===== src/design/rgpe_pkg.sv =====
// rgpe_pkg: shared types, constants and the threshold table builder
// for the tone map pixel encoder; no dependencies
`timescale 1ns / 1ps
`default_nettype none

package rgpe_pkg;

    localparam int FRACTION_BITS = 16;
    localparam int CH_W          = 32;
    localparam int GAIN_W        = 32;
    localparam int BYTE_W        = 8;
    localparam int X_W           = CH_W - 1;
    localparam int THR_W         = X_W + 1;
    localparam int PROD_W        = X_W + GAIN_W;
    localparam int NUM_LEVELS    = 1 << BYTE_W;
    localparam int SEARCH_STEPS  = BYTE_W;
    localparam int SEARCH_FIRST  = 3;
    localparam int SEARCH_REGS   = SEARCH_STEPS - 1;
    localparam int OUT_STAGE     = SEARCH_FIRST + SEARCH_REGS;
    localparam int NUM_STAGES    = OUT_STAGE + 1;
    localparam int BIG_W         = 384;
    localparam int SCALE_NUM     = 255999;
    localparam int SCALE_DEN     = 1000;
    localparam int GAMMA_NUM     = 11;
    localparam int GAMMA_DEN     = 5;

    typedef logic [THR_W-1:0] t_thr_table [NUM_LEVELS];

    typedef struct packed {
        logic [NUM_STAGES-1:0] en;
        logic [NUM_STAGES-1:0] valid;
    } t_pipe_ctrl;

    function automatic logic [BIG_W-1:0] big_pow(input logic [BIG_W-1:0] base,
                                                 input int n);
        logic [BIG_W-1:0] acc;
        acc = BIG_W'(1);
        for (int i = 0; i < n; i++) begin
            acc = acc * base;
        end
        return acc;
    endfunction

    // smallest exposed value that reaches each output level
    function automatic t_thr_table build_thresholds(input int frac_bits);
        t_thr_table       tbl;
        logic [BIG_W-1:0] num_pow;
        logic [BIG_W-1:0] lvl_pow;
        logic [BIG_W-1:0] lhs;
        logic [BIG_W-1:0] rhs;
        logic [THR_W:0]   lo;
        logic [THR_W:0]   hi;
        logic [THR_W:0]   mid;
        num_pow = big_pow(BIG_W'(SCALE_NUM), GAMMA_NUM);
        tbl[0]  = '0;
        for (int k = 1; k < NUM_LEVELS; k++) begin
            lvl_pow = big_pow(BIG_W'(SCALE_DEN * k), GAMMA_NUM);
            lo = (THR_W + 1)'(1);
            hi = (THR_W + 1)'(1) << X_W;
            for (int it = 0; it < THR_W + 2; it++) begin
                if (lo < hi) begin
                    mid = (lo + hi) >> 1;
                    lhs = lvl_pow * big_pow(BIG_W'(mid) + (BIG_W'(1) << frac_bits),
                                            GAMMA_DEN);
                    rhs = big_pow(BIG_W'(mid), GAMMA_DEN) * num_pow;
                    if (lhs <= rhs) begin
                        hi = mid;
                    end else begin
                        lo = mid + (THR_W + 1)'(1);
                    end
                end
            end
            tbl[k] = lo[THR_W-1:0];
        end
        return tbl;
    endfunction

endpackage

`default_nettype wire


===== src/design/rgpe_ctrl.sv =====
// rgpe_ctrl: per-stage valid bits and stall chain of the pixel pipeline
// depends on rgpe_pkg
`timescale 1ns / 1ps
`default_nettype none

module rgpe_ctrl (
    input  wire logic                i_clk,
    input  wire logic                i_rst_n,
    input  wire logic                i_in_valid,
    input  wire logic                i_out_ready,
    output logic                     o_in_ready,
    output rgpe_pkg::t_pipe_ctrl     o_ctrl
);

    localparam int LAST = rgpe_pkg::NUM_STAGES - 1;

    logic [rgpe_pkg::NUM_STAGES-1:0] r_valid;
    logic [rgpe_pkg::NUM_STAGES-1:0] n_valid;
    logic [rgpe_pkg::NUM_STAGES-1:0] en;

    // a stage loads when empty or when it hands its request on
    always_comb begin
        en[LAST] = !r_valid[LAST] || i_out_ready;
        for (int k = LAST - 1; k >= 0; k--) begin
            en[k] = !r_valid[k] || en[k+1];
        end
        n_valid = r_valid;
        for (int k = 0; k <= LAST; k++) begin
            if (en[k]) begin
                n_valid[k] = (k == 0) ? i_in_valid : r_valid[(k == 0) ? 0 : k-1];
            end
        end
    end

    always_ff @(posedge i_clk) begin
        if (!i_rst_n) begin
            r_valid <= '0;
        end else begin
            r_valid <= n_valid;
        end
    end

    assign o_in_ready   = en[0];
    assign o_ctrl.en    = en;
    assign o_ctrl.valid = r_valid;

    a_stall_only_full: assert property (@(posedge i_clk) disable iff (!i_rst_n)
        !o_in_ready |-> (&r_valid))
        else $error("input stalled with a bubble in the pipeline");

    a_ready_moves_all: assert property (@(posedge i_clk) disable iff (!i_rst_n)
        i_out_ready |-> (&en))
        else $error("stage held while output side is ready");

    a_stalled_out_holds: assert property (@(posedge i_clk) disable iff (!i_rst_n)
        r_valid[LAST] && !i_out_ready |=> r_valid[LAST])
        else $error("stalled result dropped");

endmodule

`default_nettype wire


===== config.mk =====
export PLATFORM = sky130hd
export DESIGN_NAME = rgpe_ctrl
export DESIGN_NICKNAME = d
export VERILOG_FILES = /design/src/design/rgpe_pkg.sv /design/src/design/rgpe_ctrl.sv
export SDC_FILE = /design/constraint.sdc
export NUM_CORES = 1
export LEC_CHECK = 0
export BUFFER_PORTS_ARGS = -buffer_cell sky130_fd_sc_hd__buf_2
export CORE_MARGIN = 2
export CORE_UTILIZATION = 36
export DETAILED_ROUTE_END_ITERATION = 8
export PLACE_DENSITY_LB_ADDON = 0.08
export SYNTH_ARGS = -nofsm -noshare
export SYNTH_HDL_FRONTEND = slang
export SYNTH_SLANG_ARGS = --single-unit

===== constraint.sdc =====
create_clock -name i_clk -period 1.4 [get_ports i_clk]
set_input_delay 0.35 -clock i_clk [delete_from_list [all_inputs] [get_ports i_clk]]
set_output_delay 0.35 -clock i_clk [all_outputs]
set_load 0.01 [all_outputs]

=== Word level (Yosys, flattened, before mapping) ===
Index checks and enable logic that the tools add are counted.

* Register bits after elaboration: 11
* Bits in latches: 0
* Bits in writable memories: 0
* ROM bits: 0
* Input port bits: 4
* Output and inout bits: 23
* Word-level logic and storage cells: 33
* Memories: 0

* Add/subtract/negate cells: 0
* Multiply operators: 0
* Divide/modulo/power cells: 0
* $lt $le $gt $ge: 0
* Equality and inequality tests: 0
* Shift operators: 0
* Muxes and demuxes: 0
* Bitwise gates (word level): 0
* Reductions and logical operators: 22

{| class="wikitable"
|+ Operator list
! operator !! count
|-
| 1-bit logical NOT || 11
|-
| 1-bit logical OR || 11
|}

=== Logic depth before layout (Yosys ltp) ===
* Depth in word-level cells: 12
* Mapped depth: 5
* Mapped depth without buffers: 5

=== Worst setup path after synthesis ===
OpenSTA, ideal clock, no wires.

* Kind: register to output
* Start point: reg r_valid[10] (netlist name)
* End point: out o_ctrl[11] (netlist name)
* Arrival time: 1.236 ns
* Data required time: 1.050 ns
* Path slack: -0.186 ns
* Cell stages (with the launch flop): 6
* Path buffers: 1
* Cell sequence: dfxtp_1 and4b_2 inv_4 nor2_8 nand3_1 buf_4

{| class="wikitable"
|+ RTL lines
! item !! RTL line !! source
|-
| from (decl) || rgpe_ctrl.sv:17 || <nowiki>logic [rgpe_pkg::NUM_STAGES-1:0] r_valid;</nowiki>
|-
| from (signal assigned) || rgpe_ctrl.sv:39 || <nowiki>r_valid <= n_valid;</nowiki>
|-
| to (decl) || rgpe_ctrl.sv:12 || <nowiki>output rgpe_pkg::t_pipe_ctrl o_ctrl</nowiki>
|}

==> results.md <==
- Status: finished, violations left
- Failing checks: setup timing
- Most common cell after layout, fill and taps aside: buf_2
- Share of cells above drive strength 1: 0.646
- Initial drt markers: 3
- FF-to-FF path depth: 6
- Largest regs: r_valid (11)
- Slew HR: 0.849
- Lkg Pwr: 0.417 nW
- Fmax: 603 MHz
- Row Count: 13
- Post-Syn Area per Cell: 9.61 um2
- Synth unique cells: 24
- Reg2Reg Setup Slack: 0.18 ns
- Type of the worst setup path: reg2out
- Yosys reg bits: 11
- Sw Pwr: 118 uW
- Tcrit/Tclk final: 1.18
- Placer Congestion: 0.658
- Area Overhead vs Synth: 78.6%
- Comb pwr share: 0.053
- Initial core utilization: 0.379
- Slowest stage delay, CP: 0.33 ns
- Synth Instances: 50
- Ant diodes: 0
- Die width: 40.5 um
- Slew @ Worst Pin: 0.227 ns
- DRC: 0
- Largest net degree at the start of global routing: 15
- Sequential share of power: 0.573
- Final #Nets: 101
- Die Area: 1640 um2
- Setup ws final: -0.257 ns
- Peak VDD IR: 0.000500 V
- Detailed Place HPWL: 871 um
- Minimum clock period after layout: 1.66 ns
- Clk_lat worst skew: 0.26 ns
- WL final: 1190 um
- Cell Pwr Density: 653 nW/um2
- Global-route usage over all layers: 0.164
- Biggest register: r_valid
- Core area: 1270 um2
- CP Cell Sequence: and4b_2 -> inv_4 -> nor2_8 -> nand4_1 -> buf_2
- Final setup violation count: 11
- Hold endpoint: r_valid[0]
- IO buf count: 26
- DR vias/cell: 4.57
- Kind of cell adding the most delay to the critical path: simple AND/OR/NAND/NOR gates
- Pwr Total: 560 uW
- Sequential area share after synthesis: 0.458
- Unrepaired setup endpoints after global routing: true
- Global route total overflow: 0
- Max-cap violations: 0
- Pre-CTS setup slack: -0.155 ns
- Required time of the worst setup path: 1.05 ns
- Most frequent cells in the layout: 21 x buf_2, 16 x buf_4, 8 x dfxtp_1
- Buf+Inv Stages, Crit Path: 2
- Post-DR wirelength/cell: 10.7 um
- Max-slew violations: 0
- R2R Path Start: r_valid[8]
- First-pass GRT wire length: 1770 um
- Clk sinks: 11
- Yosys warnings: 0
- Min-delay src: i_in_valid
- Clk slew on worst S/H paths: 0.07 ns
- Final clock skew: 0.00209 ns
- Clk root buf: clkbuf_4
- Endpoints failing hold: 0
- Type of the most critical hold path: in2reg
- Initial DRT Pass Iterations: 3
- Clock network fraction of total power: 0.374
- Net Count, Synth: 54
- Maximum clock path buffer count: 2
- Initial antenna violation count: 0
- Worst-path maximum fanout: 6
- Io pins: 27
- TritonCTS buffer count: 3
- Synthesized area: 480 um2
- CP endpoint kind: output port
- Slowest CP cell: dfxtp_2
- Internal power: 442 uW
- Routed via count: 507
- Reg-to-reg critical path endpoint: r_valid[6]
- CTS tree: yes
- Post-layout util: 0.677
- Hold Path Stages: 2
- Vert. Die Dim: 40.5 um
- Switching part of the total power: 0.210
- CP startpoint kind: register
- Max FFs per register: 11
- Vias in the first global route: 445
- H-tree depth: 1
- Arrival time worst endpoint: 1.31 ns
- Final ANT Viol Nets: 0
-- power groups by stage --
stage	Clock (mW)	Combinational (mW)	Sequential (mW)
finish	0.210	0.0298	0.321
CTS	0.216	0.0302	0.321
global placement	0	0.0288	0.328
global route	0.236	0.0323	0.321
detailed placement	0	0.0292	0.328
floorplan	0	0.0113	0.331
-- cell usage after synthesis --
library cell	number	area, um2
nor3_2	1	10.0
nand3_1	5	25.0
nand2b_1	1	6.26
clkbuf_1	1	3.75
inv_4	2	12.5
dfxtp_1	11	220
or2_1	1	6.26
nand4_1	2	12.5
a21oi_1	1	5.00
a32o_1	1	10.0
and2_1	1	6.26
buf_4	1	7.51
o21ai_2	2	17.5
o21a_1	2	15.0
a31o_1	1	8.76
nor2b_1	1	6.26
nor2_8	1	20.0
a21boi_0	1	7.51
and4b_2	1	11.3
a21boi_2	1	11.3
inv_1	5	18.8
nand2_1	4	15.0
and4_1	1	8.76
a21boi_1	2	15.0
-- routing by layer --
layer	wire, um	track usage	up-vias
li1	-	-	263
met1	495	0.173	225
met4	8	0.0500	0
met5	0	0	-
met2	622	0.306	17
met3	59	0.0500	2
-- final cells by class --
type / count / area [um2]
Tap cell: 15 / 18.8
Fill cell: 113 / 410
Inverter: 7 / 31.3
Timing Repair Buffer: 44 / 304
Multi-Input combinational cell: 30 / 254
Clock buffer: 4 / 26.3
Sequential cell: 11 / 224
-- worst max path at each step --
| stage | endpoint | cells past startpoint | startpoint | slack (ns) |
|---|---|---|---|---|
| global route | o_ctrl[13] | 5 | r_valid[8] | -0.32 |
| CTS | o_ctrl[13] | 5 | r_valid[8] | -0.26 |
| finish | o_ctrl[13] | 5 | r_valid[8] | -0.26 |
| floorplan | o_ctrl[11] | 5 | i_out_ready | -0.08 |
| global placement | o_ctrl[15] | 6 | i_out_ready | -0.16 |
| detailed placement | o_ctrl[13] | 6 | i_out_ready | -0.15 |
-- stage by stage --
stage | hold slack (ns) | setup TNS, ns | instances | instance area (um2)
6_report | 0.300 | -2.19 | 111 | 858
5_1_grt | 0.300 | -2.89 | 111 | 858
4_1_cts | 0.299 | -2.03 | 109 | 823
3_5_place_dp | 0.472 | -1.01 | 104 | 743
3_3_place_gp | 0.470 | -1.01 | 104 | 743
2_1_floorplan | 0.476 | -0.0834 | 50 | 497
-- timing repair --
action | in CTS | in global routing
pin swaps | 3 | 1
endpoints found under the setup margin | 11 | 11
setup buffers | 1 | 2
gates resized for setup | 9 | 5
hold buffers | 0 | 0
-- cells by family after synthesis --
kind of cell,after synthesis,synth area share
buf+inv,9,0.0885
simple gates,19,0.266
flops,11,0.458
compound gates,11,0.187
Power figures use the tool's default switching activity.
